**config.mk**
```make
export PLATFORM = sky130hd
export DESIGN_NAME = modular_arithmetic_unit
export DESIGN_NICKNAME = d
export VERILOG_FILES = /design/src/sv/mau_pkg.sv /design/src/sv/modular_arithmetic_unit.sv
export VERILOG_INCLUDE_DIRS = /design/src /design/src/sv
export SDC_FILE = /design/constraint.sdc
export NUM_CORES = 2
export LEC_CHECK = 0
export ABC_CLOCK_PERIOD_IN_PS = 18100
export BUFFER_PORTS_ARGS = -buffer_cell sky130_fd_sc_hd__buf_2
export CORE_MARGIN = 3
export CORE_UTILIZATION = 45
export CTS_CLUSTER_SIZE = 8
export DETAILED_ROUTE_END_ITERATION = 7
export HOLD_SLACK_MARGIN = 0.03
export PLACE_DENSITY = 0.66
export SYNTH_ARGS = -nofsm -noshare
export SYNTH_HDL_FRONTEND = slang
export SYNTH_SLANG_ARGS = --single-unit
```
**constraint.sdc**
```tcl
create_clock -name clk_i -period 18.1 [get_ports clk_i]
set_input_delay 1.81 -clock clk_i [delete_from_list [all_inputs] [get_ports clk_i]]
set_output_delay 1.81 -clock clk_i [all_outputs]
set_load 0.02 [all_outputs]
```
**src/sv/modular_arithmetic_unit_assert.svh**
```systemverilog
// Assertion macros for the modular arithmetic unit.
// Each macro checks on clk_i and is disabled while rst_ni is low.
`ifndef MODULAR_ARITHMETIC_UNIT_ASSERT_SVH
`define MODULAR_ARITHMETIC_UNIT_ASSERT_SVH

`define MAU_ASSERT_SAME(lbl, ante, cons) \
  lbl: assert property (@(posedge clk_i) disable iff (!rst_ni) (ante) |-> (cons)) \
    else $error("modular arithmetic unit check failed");

`define MAU_ASSERT_NEXT(lbl, ante, cons) \
  lbl: assert property (@(posedge clk_i) disable iff (!rst_ni) (ante) |=> (cons)) \
    else $error("modular arithmetic unit check failed");

`endif

```
**src/sv/mau_pkg.sv**
```systemverilog
// Shared types and constants for the modular arithmetic unit.
// No dependencies.
package mau_pkg;

  typedef enum logic [2:0] {
    OP_REDUCE = 3'd0,
    OP_ADD    = 3'd1,
    OP_SUB    = 3'd2,
    OP_MUL    = 3'd3,
    OP_POW    = 3'd4,
    OP_INV    = 3'd5,
    OP_DIV    = 3'd6,
    OP_NEG    = 3'd7
  } op_e;

  typedef enum logic [10:0] {
    S_IDLE = 11'b00000000001,
    S_REDA = 11'b00000000010,
    S_REDB = 11'b00000000100,
    S_REDR = 11'b00000001000,
    S_NEGR = 11'b00000010000,
    S_SUBN = 11'b00000100000,
    S_ADD  = 11'b00001000000,
    S_NEGA = 11'b00010000000,
    S_PW   = 11'b00100000000,
    S_ML   = 11'b01000000000,
    S_OUT  = 11'b10000000000
  } state_e;

  typedef enum logic [1:0] {
    TAG_FINAL = 2'd0,
    TAG_PACC  = 2'd1,
    TAG_BASE  = 2'd2
  } tag_e;

  localparam int unsigned RawW = 64;
  localparam int unsigned OpdW = 62;
  localparam int unsigned ExpW = 63;
  localparam int unsigned CntW = 7;
  localparam logic [3:0] ModulusAddr = 4'd0;

endpackage

```
**src/sv/modular_arithmetic_unit.sv**
```systemverilog
// Modular arithmetic unit: one shared modular add/negate unit under a sequencer.
// Each request reduces operands A and B, then runs the operation: reduce the raw value (negated
// if negative), add, sub, negate, multiply; power/inverse square and multiply per exponent bit
// (63 bits for power, MOD_WIDTH for inverse); divide multiplies A by the inverse of B.
// One request at a time; a result that waits for out_ready_i holds the sequencer. Reset sets
// the modulus to 1.
`include "modular_arithmetic_unit_assert.svh"
module modular_arithmetic_unit
  import mau_pkg::*;
#(
  parameter int unsigned MOD_WIDTH = 62
) (
  input  logic                   clk_i,
  input  logic                   rst_ni,
  input  logic                   psel,
  input  logic                   penable,
  input  logic                   pwrite,
  input  logic [3:0]             paddr,
  input  logic [63:0]            pwdata,
  output logic [63:0]            prdata,
  output logic                   pready,
  input  logic                   in_valid_i,
  output logic                   in_ready_o,
  input  logic [2:0]             operation_i,
  input  logic signed [RawW-1:0] raw_value_i,
  input  logic [OpdW-1:0]        operand_a_i,
  input  logic [OpdW-1:0]        operand_b_i,
  input  logic [ExpW-1:0]        exponent_i,
  output logic                   out_valid_o,
  input  logic                   out_ready_i,
  output logic [OpdW-1:0]        result_o,
  output logic                   equal_o,
  output logic                   less_o
);

  localparam int unsigned W = MOD_WIDTH;

  state_e               state_q, state_d;
  logic [W-1:0]         mod_q;
  logic [W-1:0]         m_eff;
  logic [2:0]           op_q;
  logic [RawW-1:0]      raw_q;
  logic [OpdW-1:0]      bin_q;
  logic [ExpW-1:0]      k_q;
  logic                 eq_q, lt_q, neg_q, ph_q;
  logic [RawW-1:0]      sr_q;
  logic [CntW-1:0]      cnt_q;
  logic [W-1:0]         acc_q, ra_q, rb_q, mx_q, my_q, base_q, pacc_q, res_q;
  tag_e                 tag_q;
  logic                 out_valid_q;
  logic [OpdW-1:0]      result_q;
  logic                 equal_q, less_q;

  logic [W-1:0]         ux, uy, nx, add_res, neg_res, mul_v;
  logic                 ucin;
  logic [W:0]           sum;
  logic [W+1:0]         diff;
  logic                 red_last, mul_last;
  logic [RawW-1:0]      raw_mag;
  logic [ExpW-1:0]      inv_k;

  assign m_eff = (mod_q == '0) ? W'(1) : mod_q;

  always_comb begin
    ux   = acc_q;
    uy   = acc_q;
    ucin = 1'b0;
    nx   = acc_q;
    case (state_q)
      S_REDA, S_REDB, S_REDR: begin
        ucin = sr_q[RawW-1];
      end
      S_ML: begin
        if (ph_q) begin
          uy = mx_q;
        end
      end
      S_ADD: begin
        ux = ra_q;
        uy = rb_q;
      end
      S_SUBN: begin
        nx = rb_q;
      end
      S_NEGA: begin
        nx = ra_q;
      end
      default: begin
      end
    endcase
  end

  assign sum     = {1'b0, ux} + {1'b0, uy} + (W+1)'(ucin);
  assign diff    = {1'b0, sum} - {2'b0, m_eff};
  assign add_res = diff[W+1] ? sum[W-1:0] : diff[W-1:0];
  assign neg_res = (nx == '0) ? '0 : m_eff - nx;

  assign red_last = (cnt_q == CntW'(RawW - 1));
  assign mul_last = (cnt_q == CntW'(W - 1));
  assign mul_v    = my_q[W-1] ? add_res : acc_q;
  assign raw_mag  = raw_q[RawW-1] ? (~raw_q + RawW'(1)) : raw_q;
  assign inv_k    = (m_eff < W'(2)) ? '0 : (ExpW'(m_eff) - ExpW'(2));

  assign in_ready_o = (state_q == S_IDLE);
  assign pready     = 1'b1;
  assign prdata     = (paddr == ModulusAddr) ? 64'(mod_q) : '0;

  always_ff @(posedge clk_i or negedge rst_ni) begin
    if (!rst_ni) begin
      mod_q <= W'(1);
    end else if (psel && penable && pwrite && (paddr == ModulusAddr)) begin
      mod_q <= pwdata[W-1:0];
    end
  end

  always_ff @(posedge clk_i or negedge rst_ni) begin
    if (!rst_ni) begin
      state_q     <= S_IDLE;
      out_valid_q <= 1'b0;
    end else begin
      state_q <= state_d;
      if (state_q == S_OUT && (!out_valid_q || out_ready_i)) begin
        out_valid_q <= 1'b1;
      end else if (out_ready_i) begin
        out_valid_q <= 1'b0;
      end
    end
  end

  always_comb begin
    state_d = state_q;
    case (state_q)
      S_IDLE: begin
        if (in_valid_i) begin
          state_d = S_REDA;
        end
      end
      S_REDA: begin
        if (red_last) begin
          state_d = S_REDB;
        end
      end
      S_REDB: begin
        if (red_last) begin
          case (op_e'(op_q))
            OP_REDUCE: state_d = S_REDR;
            OP_ADD:    state_d = S_ADD;
            OP_SUB:    state_d = S_SUBN;
            OP_MUL:    state_d = S_ML;
            OP_NEG:    state_d = S_NEGA;
            default:   state_d = S_PW;
          endcase
        end
      end
      S_REDR: begin
        if (red_last) begin
          state_d = neg_q ? S_NEGR : S_OUT;
        end
      end
      S_SUBN:  state_d = S_ADD;
      S_ADD, S_NEGA, S_NEGR: state_d = S_OUT;
      S_PW: begin
        if (k_q == '0) begin
          state_d = (op_e'(op_q) == OP_DIV) ? S_ML : S_OUT;
        end else begin
          state_d = S_ML;
        end
      end
      S_ML: begin
        if (ph_q && mul_last) begin
          case (tag_q)
            TAG_FINAL: state_d = S_OUT;
            TAG_BASE:  state_d = S_PW;
            default:   state_d = S_ML;
          endcase
        end
      end
      S_OUT: begin
        if (!out_valid_q || out_ready_i) begin
          state_d = S_IDLE;
        end
      end
      default: state_d = S_IDLE;
    endcase
  end

  always_ff @(posedge clk_i) begin
    case (state_q)
      S_IDLE: begin
        if (in_valid_i) begin
          op_q  <= operation_i;
          raw_q <= raw_value_i;
          bin_q <= operand_b_i;
          k_q   <= exponent_i;
          eq_q  <= (operand_a_i == operand_b_i);
          lt_q  <= (operand_a_i < operand_b_i);
          sr_q  <= RawW'(operand_a_i);
          acc_q <= '0;
          cnt_q <= '0;
        end
      end
      S_REDA: begin
        if (red_last) begin
          ra_q  <= add_res;
          acc_q <= '0;
          sr_q  <= RawW'(bin_q);
          cnt_q <= '0;
        end else begin
          acc_q <= add_res;
          sr_q  <= sr_q << 1;
          cnt_q <= cnt_q + CntW'(1);
        end
      end
      S_REDB: begin
        if (red_last) begin
          rb_q   <= add_res;
          acc_q  <= '0;
          cnt_q  <= '0;
          ph_q   <= 1'b0;
          sr_q   <= raw_mag;
          neg_q  <= raw_q[RawW-1];
          mx_q   <= ra_q;
          my_q   <= add_res;
          tag_q  <= TAG_FINAL;
          pacc_q <= (m_eff == W'(1)) ? '0 : W'(1);
          base_q <= (op_e'(op_q) == OP_DIV) ? add_res : ra_q;
          if (op_e'(op_q) == OP_INV || op_e'(op_q) == OP_DIV) begin
            k_q <= inv_k;
          end
        end else begin
          acc_q <= add_res;
          sr_q  <= sr_q << 1;
          cnt_q <= cnt_q + CntW'(1);
        end
      end
      S_REDR: begin
        acc_q <= add_res;
        sr_q  <= sr_q << 1;
        cnt_q <= cnt_q + CntW'(1);
        res_q <= add_res;
      end
      S_NEGR, S_NEGA: begin
        res_q <= neg_res;
      end
      S_SUBN: begin
        rb_q <= neg_res;
      end
      S_ADD: begin
        res_q <= add_res;
      end
      S_PW: begin
        acc_q <= '0;
        cnt_q <= '0;
        ph_q  <= 1'b0;
        res_q <= pacc_q;
        if (k_q == '0) begin
          mx_q  <= ra_q;
          my_q  <= pacc_q;
          tag_q <= TAG_FINAL;
        end else if (k_q[0]) begin
          mx_q  <= pacc_q;
          my_q  <= base_q;
          tag_q <= TAG_PACC;
        end else begin
          mx_q  <= base_q;
          my_q  <= base_q;
          tag_q <= TAG_BASE;
        end
      end
      S_ML: begin
        if (!ph_q) begin
          acc_q <= add_res;
          ph_q  <= 1'b1;
        end else begin
          ph_q <= 1'b0;
          if (mul_last) begin
            acc_q <= '0;
            cnt_q <= '0;
            case (tag_q)
              TAG_FINAL: res_q <= mul_v;
              TAG_PACC: begin
                pacc_q <= mul_v;
                mx_q   <= base_q;
                my_q   <= base_q;
                tag_q  <= TAG_BASE;
              end
              default: begin
                base_q <= mul_v;
                k_q    <= k_q >> 1;
              end
            endcase
          end else begin
            acc_q <= mul_v;
            my_q  <= my_q << 1;
            cnt_q <= cnt_q + CntW'(1);
          end
        end
      end
      S_OUT: begin
        if (!out_valid_q || out_ready_i) begin
          result_q <= OpdW'(res_q);
          equal_q  <= eq_q;
          less_q   <= lt_q;
        end
      end
      default: begin
      end
    endcase
  end

  assign out_valid_o = out_valid_q;
  assign result_o    = result_q;
  assign equal_o     = equal_q;
  assign less_o      = less_q;

  `MAU_ASSERT_SAME(a_result_below_mod, out_valid_o, result_o < OpdW'(m_eff))
  `MAU_ASSERT_NEXT(a_accept_starts, in_valid_i && in_ready_o, state_q == S_REDA)
  `MAU_ASSERT_SAME(a_mul_count, state_q == S_ML, cnt_q < CntW'(W))
  `MAU_ASSERT_SAME(a_red_acc_below_mod, state_q == S_REDA || state_q == S_REDB, acc_q < m_eff)

endmodule
```
---- Yosys cells after proc, flatten, opt, wreduce, memory -nomap -nowiden ----
Cells that the tools add are included.
Widths: inputs -> output; s select.
storage, ports and cells
  bits in registers ....................... 903
  input bits .............................. 329
cells by class
  add/subtract/negate cells ............... 7
  order comparisons ....................... 2
  equality and inequality tests ........... 36
  mux-type cells .......................... 86
  bitwise operators ....................... 1
  reduce and logical (&&, ||, !) cells .... 44
operators with widths
  kind                   number
  $mux 62                33
  $pmux 62 s2            5
  $mux 63                7
  $pmux 62 s3            2
  $pmux 62 s5            1
  $mux 64                4
  $pmux 64 s4            1
  $pmux 62 s4            1
  $pmux 63 s3            1
  $logic_not 62->1       2
  $mux 11                9
  $pmux 11 s9            1
  $add 64x1->64 const B  1
  $not 64->64            1
  $sub 63x62->64         1
  $add 62x62->63         1
  $add 63x1->63          1
  $logic_not 63->1       1
  $sub 62x2->63 const B  1
  $eq 62x1->1 const B    1
  $eq 62x62->1           1
  $lt 62x2->1 const B    1
  $lt 62x62->1           1
  $sub 62x62->62         1
  47 further kinds       97

---- Depth between registers and ports, before layout ----
  depth in word-level cells ............... 11
  mapped depth ............................ 37
  depth with buffers taken out ............ 33

---- Worst setup path after synthesis ----
No wires, ideal clock.
  kind .................................... reg2reg
  start point ............................. register state_q[1]
  end point ............................... register res_q[43], data pin
  library setup time ...................... 0.271 ns
  data arrival time ....................... 8.184 ns
  data required time ...................... 17.829 ns
  setup slack ............................. 9.645 ns
  stages on the path, launching flop included .. 33
  path buffers ............................ 5
  cells stage by stage .................... dfrtp_1 -> or4_4 -> nor4_1 -> and4b_1 -> clkbuf_1 -> buf_1 -> mux2_2 -> ha_1 -> clkbuf_1 -> nand4_1 -> o211ai_1 -> a21oi_1 -> or4_1 -> a211oi_1 -> o21ai_0 -> o31ai_1 -> xnor2_1 -> inv_1 -> ha_1 -> nand2_1 -> nor2_1 -> a211oi_1 -> o22ai_1 -> a2111oi_0 -> o221ai_1 -> nor3_1 -> nand2_1 -> buf_2 -> clkbuf_1 -> mux2i_1 -> inv_1 -> o211ai_1 -> o211ai_1
between the ends
  longest elaborated chain between the ends .. 11
  elaborated cells on any way between the ends .. 28
  those cells by class .................... add/sub: 4; eq/ne: 9; mux: 11; reduce/logical: 4
RTL lines
  what                                      RTL line                                                      text
  start: declaration                        modular_arithmetic_unit.sv:38                                 state_e state_q, state_d;
  start signal: assignment                  modular_arithmetic_unit.sv:121                                state_q <= state_d;
  $eq 11x7->1 (tied with other cells)       modular_arithmetic_unit.sv:69                                 case (state_q)
  $pmux 62 s2 (tied with other cells)       modular_arithmetic_unit.sv:69
  $add 62x62->63 or $mux 1 (tied branches)  modular_arithmetic_unit.sv:93, modular_arithmetic_unit.sv:69
  $add 63x1->63 *                           modular_arithmetic_unit.sv:93                                 assign sum = {1'b0, ux} + {1'b0, uy} + (W+1)'(ucin);
  $sub 63x62->64                            modular_arithmetic_unit.sv:94                                 assign diff = {1'b0, sum} - {2'b0, m_eff};
  $mux 62 *                                 modular_arithmetic_unit.sv:95                                 assign add_res = diff[W+1] ? sum[W-1:0] : diff[W-1:0];
  net add_res[43]                           modular_arithmetic_unit.sv:54                                 logic [W-1:0] ux, uy, nx, add_res, neg_res, mul_v;
  $mux 62                                   modular_arithmetic_unit.sv:100                                assign mul_v = my_q[W-1] ? add_res : acc_q;
  $mux 62                                   modular_arithmetic_unit.sv:279                                case (tag_q)
  $mux 62                                   modular_arithmetic_unit.sv:276                                if (mul_last) begin
  $mux 62                                   modular_arithmetic_unit.sv:271                                if (!ph_q) begin
  $pmux 62 s4 *                             modular_arithmetic_unit.sv:188                                case (state_q)
  end signal: assignment                    modular_arithmetic_unit.sv:240                                res_q <= add_res;
  end signal: assignment                    modular_arithmetic_unit.sv:255                                res_q <= pacc_q;
  end signal: assignment                    modular_arithmetic_unit.sv:280                                TAG_FINAL: res_q <= mul_v;
  end: declaration                          modular_arithmetic_unit.sv:48                                 logic [W-1:0] acc_q, ra_q, rb_q, mx_q, my_q, base_q, pacc_q, res_q;
Mark *: on every way through the listed nets, which the timed path passes. The rest lies on a longest branch. The select of a mux whose other input is x is not followed.
A chain may end at the register's enable or synchronous reset.

---- Worst setup path after layout ----
  start point ............................. register state_q[1]
  end point ............................... register res_q[3], data pin
between the ends
  longest elaborated chain between the ends .. 11
  elaborated cells on any way between the ends .. 28
  those cells by class .................... add/sub: 4; eq/ne: 9; mux: 11; reduce/logical: 4
RTL lines
  what                                      RTL line
  $eq 11x7->1 (tied with other cells)       modular_arithmetic_unit.sv:69, modular_arithmetic_unit.sv:188
  $pmux 62 s2 (tied with other cells)       modular_arithmetic_unit.sv:69
  $add 62x62->63 or $mux 1 (tied branches)  modular_arithmetic_unit.sv:93, modular_arithmetic_unit.sv:69
  $add 63x1->63                             modular_arithmetic_unit.sv:93
  $sub 63x62->64                            modular_arithmetic_unit.sv:94
  $mux 62                                   modular_arithmetic_unit.sv:95
  $mux 62                                   modular_arithmetic_unit.sv:100
  $mux 62                                   modular_arithmetic_unit.sv:279
  $mux 62                                   modular_arithmetic_unit.sv:276
  $mux 62                                   modular_arithmetic_unit.sv:271
  $pmux 62 s4 *                             modular_arithmetic_unit.sv:188
Mark *: on every way between the ends. The rest lies on a longest branch, timed or not. The select of a mux whose other input is x is not followed.

==> impl_metrics.yaml <==
yosys:
  ys_top_cells_by_area: "edfxtp_1, ha_1, o21ai_0"
  synth_edf_count: 829
  yosys-top-cells-count: "edfxtp_1, nand2_1, o21ai_0"
  avgSynthCellArea_um2: 9.49
  yosys_warnings: 0
  async_reset_ff_share_pct: 8.19
  yosysTopAreaCell: "edfxtp_1"
  ys_types: 87
  syn_area_um2: 59700
  yosysSeqAreaShare_pct: 44.8
  yosys_register_bits: 903
  synth_top_area_share_pct: 41.7
  synth_ff_type: "edfxtp_1"
  yosys.cell_count.top_type: "edfxtp_1"
  synthCells: 6286
global_routing:
  grt_start_max_net_pins: 124
  grt_use_total_pct: 33.9
  grt_pass1_wl_um: 345000
  antenna_found_initial: 16
  grt_pass1_vias: 52200
  overflow: 0
worst_setup_path:
  crit_fanout: 46
  crit_top_cell: "a211oi_1"
  cp-start-kind: "flip-flop"
  cp.arrival_ns: 13.18
  slowest_stage: "a221oi_1"
  slowest_delay_ns: 0.89
  path_class: "reg2reg"
  end_kind: "flip-flop"
  cp.required_ns: 18.52
pwr:
  peakVddDrop_v: 0.000224
  p_sw_uw: 8070
  seqPwrFrac_pct: 21.6
  p_leak_uw: 0.0267
  powerDensity_nw_per_um2: 232
  power_uw: 15600
  internal-power_uw: 7550
  switching_share_pct: 51.7
  p_clk_share_pct: 15.0
  combPwrFrac_pct: 63.4
place:
  dp_hpwl_um: 170000
  io_buffers: 454
  placedCellCount: 8121
  globalplace.congestion: 1.03
  place_ws_ns: 5.89
timing:
  fin_worst_skew_ns: 0.0465
  min_period_ns: 12.76
  fin_crit_sh_pct: 70.5
  max_freq_mhz: 78.4
  setup_viol: 0
  worst_slew_pin_slew_ns: 1.56
  finalSetupTns_ns: 0
  maxSlewViolCount: 2
  timing.hold.ws_ns: 0.407
  finalHoldViolations: 0
  slew_headroom_pct: -3.77
  rsz0062_at_grt: "no"
  fin_ws_ns: 5.34
clocking:
  htreeDepth: 4
  clock_path_buffers: 3
  clock_latency_ns: 0.81
  cts-resized-gates: 0
  clk_pin_slew_worst_paths_ns: 0.05
  cts_tree: "yes"
  clockRootBuffer: "clkbuf_16"
  cts_num_sinks: 903
  hold_buffers: 0
  post_cts_buffers: 0
  cts_buffers: 133
drt:
  drt_iter0_drc: 7693
  wire_per_inst_um: 28.9
  viasPerCell: 6.53
  dr_total_vias: 54200
  firstDrtPassIters: 8
  drt-total-wl_um: 240000
  drcViolationCount: 52
  antenna_left: 0
outcome:
  status: "finished, violations left"
  violations: "DRC, slew limit"
die:
  die_area_um2: 137000
  std_cell_rows: 132
  die_w_um: 370
  coreArea_um2: 131000
  start_util_pct: 45.7
  die_y_um: 370
  ios: 460
finish:
  syn_to_final_growth_pct: 12.6
  fin_nets: 7097
  drive_above_1_share_pct: 13.2
  stdcell_count: 8305
  n_fill_cell: 12000
hold_path:
  hold_class: "reg2reg"
job:
  maxCapViolCount: 0
==> per-layer routing <==
| metal | vias to the layer above | part of all wire (%) | GRT usage (%) |
|---|---|---|---|
| li1 | 24000 | - | - |
| met1 | 25800 | 35 | 39.5 |
| met2 | 3487 | 45 | 54.0 |
| met3 | 843 | 9.7 | 6.97 |
| met4 | 8 | 9.5 | 27.6 |
| met5 | - | 0.023 | 0.0356 |
==> cells by family after synthesis <==
| family | count (synthesis) | share of synthesized area [%] |
|---|---|---|
| xor gates and xnor gates | 278 | 4.08 |
| other | 2 | 0.0126 |
| adders and majority gates | 254 | 5.38 |
| buffers and inverters | 886 | 5.67 |
| and+or+nand+nor | 1719 | 13.3 |
| muxes | 252 | 4.38 |
| DFF | 903 | 44.8 |
| AOI/OAI and AO/OA | 1992 | 22.3 |
==> per-stage QoR <==
step / instance area, um^2 / util, %
floorplan: 59700 / -
global placement: 63400 / 48.5
detailed placement: 63400 / 48.5
CTS: 67200 / 51.4
global route: 67200 / 51.4
finish: 67200 / 51.4
==> final timing paths <==
kind | startpoint | slack (ns) | endpoint | cells after the start
worst max-delay path | state_q[1] | 5.34 | res_q[3] | 29
worst min-delay path | res_q[2] | 0.41 | result_o[2] | 0
worst max register to register | state_q[1] | 5.34 | res_q[3] | 29
worst min register to register | res_q[2] | 0.41 | result_o[2] | 0
max in group asynchronous | rst_ni | 16.04 | out_valid_o | 2
min in group asynchronous | rst_ni | 0.93 | mod_q[7] | 1
==> critical path: cells and delay by family (launching register included) <==
family | cells | cell delay, ns
flip-flops | 1 | 0.43
buffers and inverters | 3 | 1.36
AND/OR/NAND/NOR | 10 | 4.17
AO/OA/AOI/OAI | 12 | 4.83
adder cells (fa/ha/maj) | 2 | 0.58
multiplexers | 1 | 0.40
XOR/XNOR | 1 | 0.44
==> state kept, by name, indices dropped and copies added, names as in the netlist, 2 cells and up <==
name      count
tag_q         2
res_q        62
rb_q         62
base_q       62
raw_q        64
op_q          3
mx_q         62
result_o     62
ra_q         62
my_q         62
sr_q         64
mod_q        62
cnt_q         7
k_q          63
state_q      11
bin_q        62
pacc_q       62
acc_q        62
==> power groups by stage <==
stage	combinational (uW)	sequential, uW	clock (uW)
after detailed placement	9590	3400	0
after floorplan	6120	3320	0
final	9900	3370	2350
after CTS	9640	3370	2370
after global placement	9500	3390	0
after global routing	10500	3400	2450
==> layout by cell type (no fill, tap or decap), types with 40 or more instances in the layout <==
cell type / netlist / routed
inv_1: 414 / 413
nor2_1: 442 / 432
buf_2: 10 / 453
o21ai_0: 497 / 496
nand2_1: 635 / 628
o211ai_1: 43 / 43
dfrtp_1: 72 / 72
o22ai_1: 84 / 84
mux2_2: 71 / 71
a31oi_1: 40 / 40
xnor2_1: 176 / 176
nor4_1: 52 / 50
nor2b_1: 41 / 40
nand3_1: 90 / 88
a21o_1: 134 / 134
and2_1: 95 / 93
o22a_1: 48 / 48
edfxtp_1: 829 / 829
clkbuf_16: 0 / 136
a211oi_1: 48 / 47
a211o_1: 54 / 54
nor3_1: 91 / 88
ha_1: 250 / 250
mux2i_1: 181 / 181
buf_4: 4 / 108
a21oi_1: 482 / 477
xor2_1: 102 / 102
nand4_1: 93 / 93
a222oi_1: 220 / 220
==> layout make-up <==
cell class	instances	area, um^2	share of cell area [%]
tap	1742	2180	3.24
inverter	416	1560	2.33
sequential	903	26700	39.8
antenna	4	10.0	0.0149
multi-input combinational	4498	29800	44.4
timing repair buffer	562	3100	4.61
clock buffer	162	3520	5.24
clock inverter	18	265	0.395
Note: power is estimated with default switching activity, not from simulation.
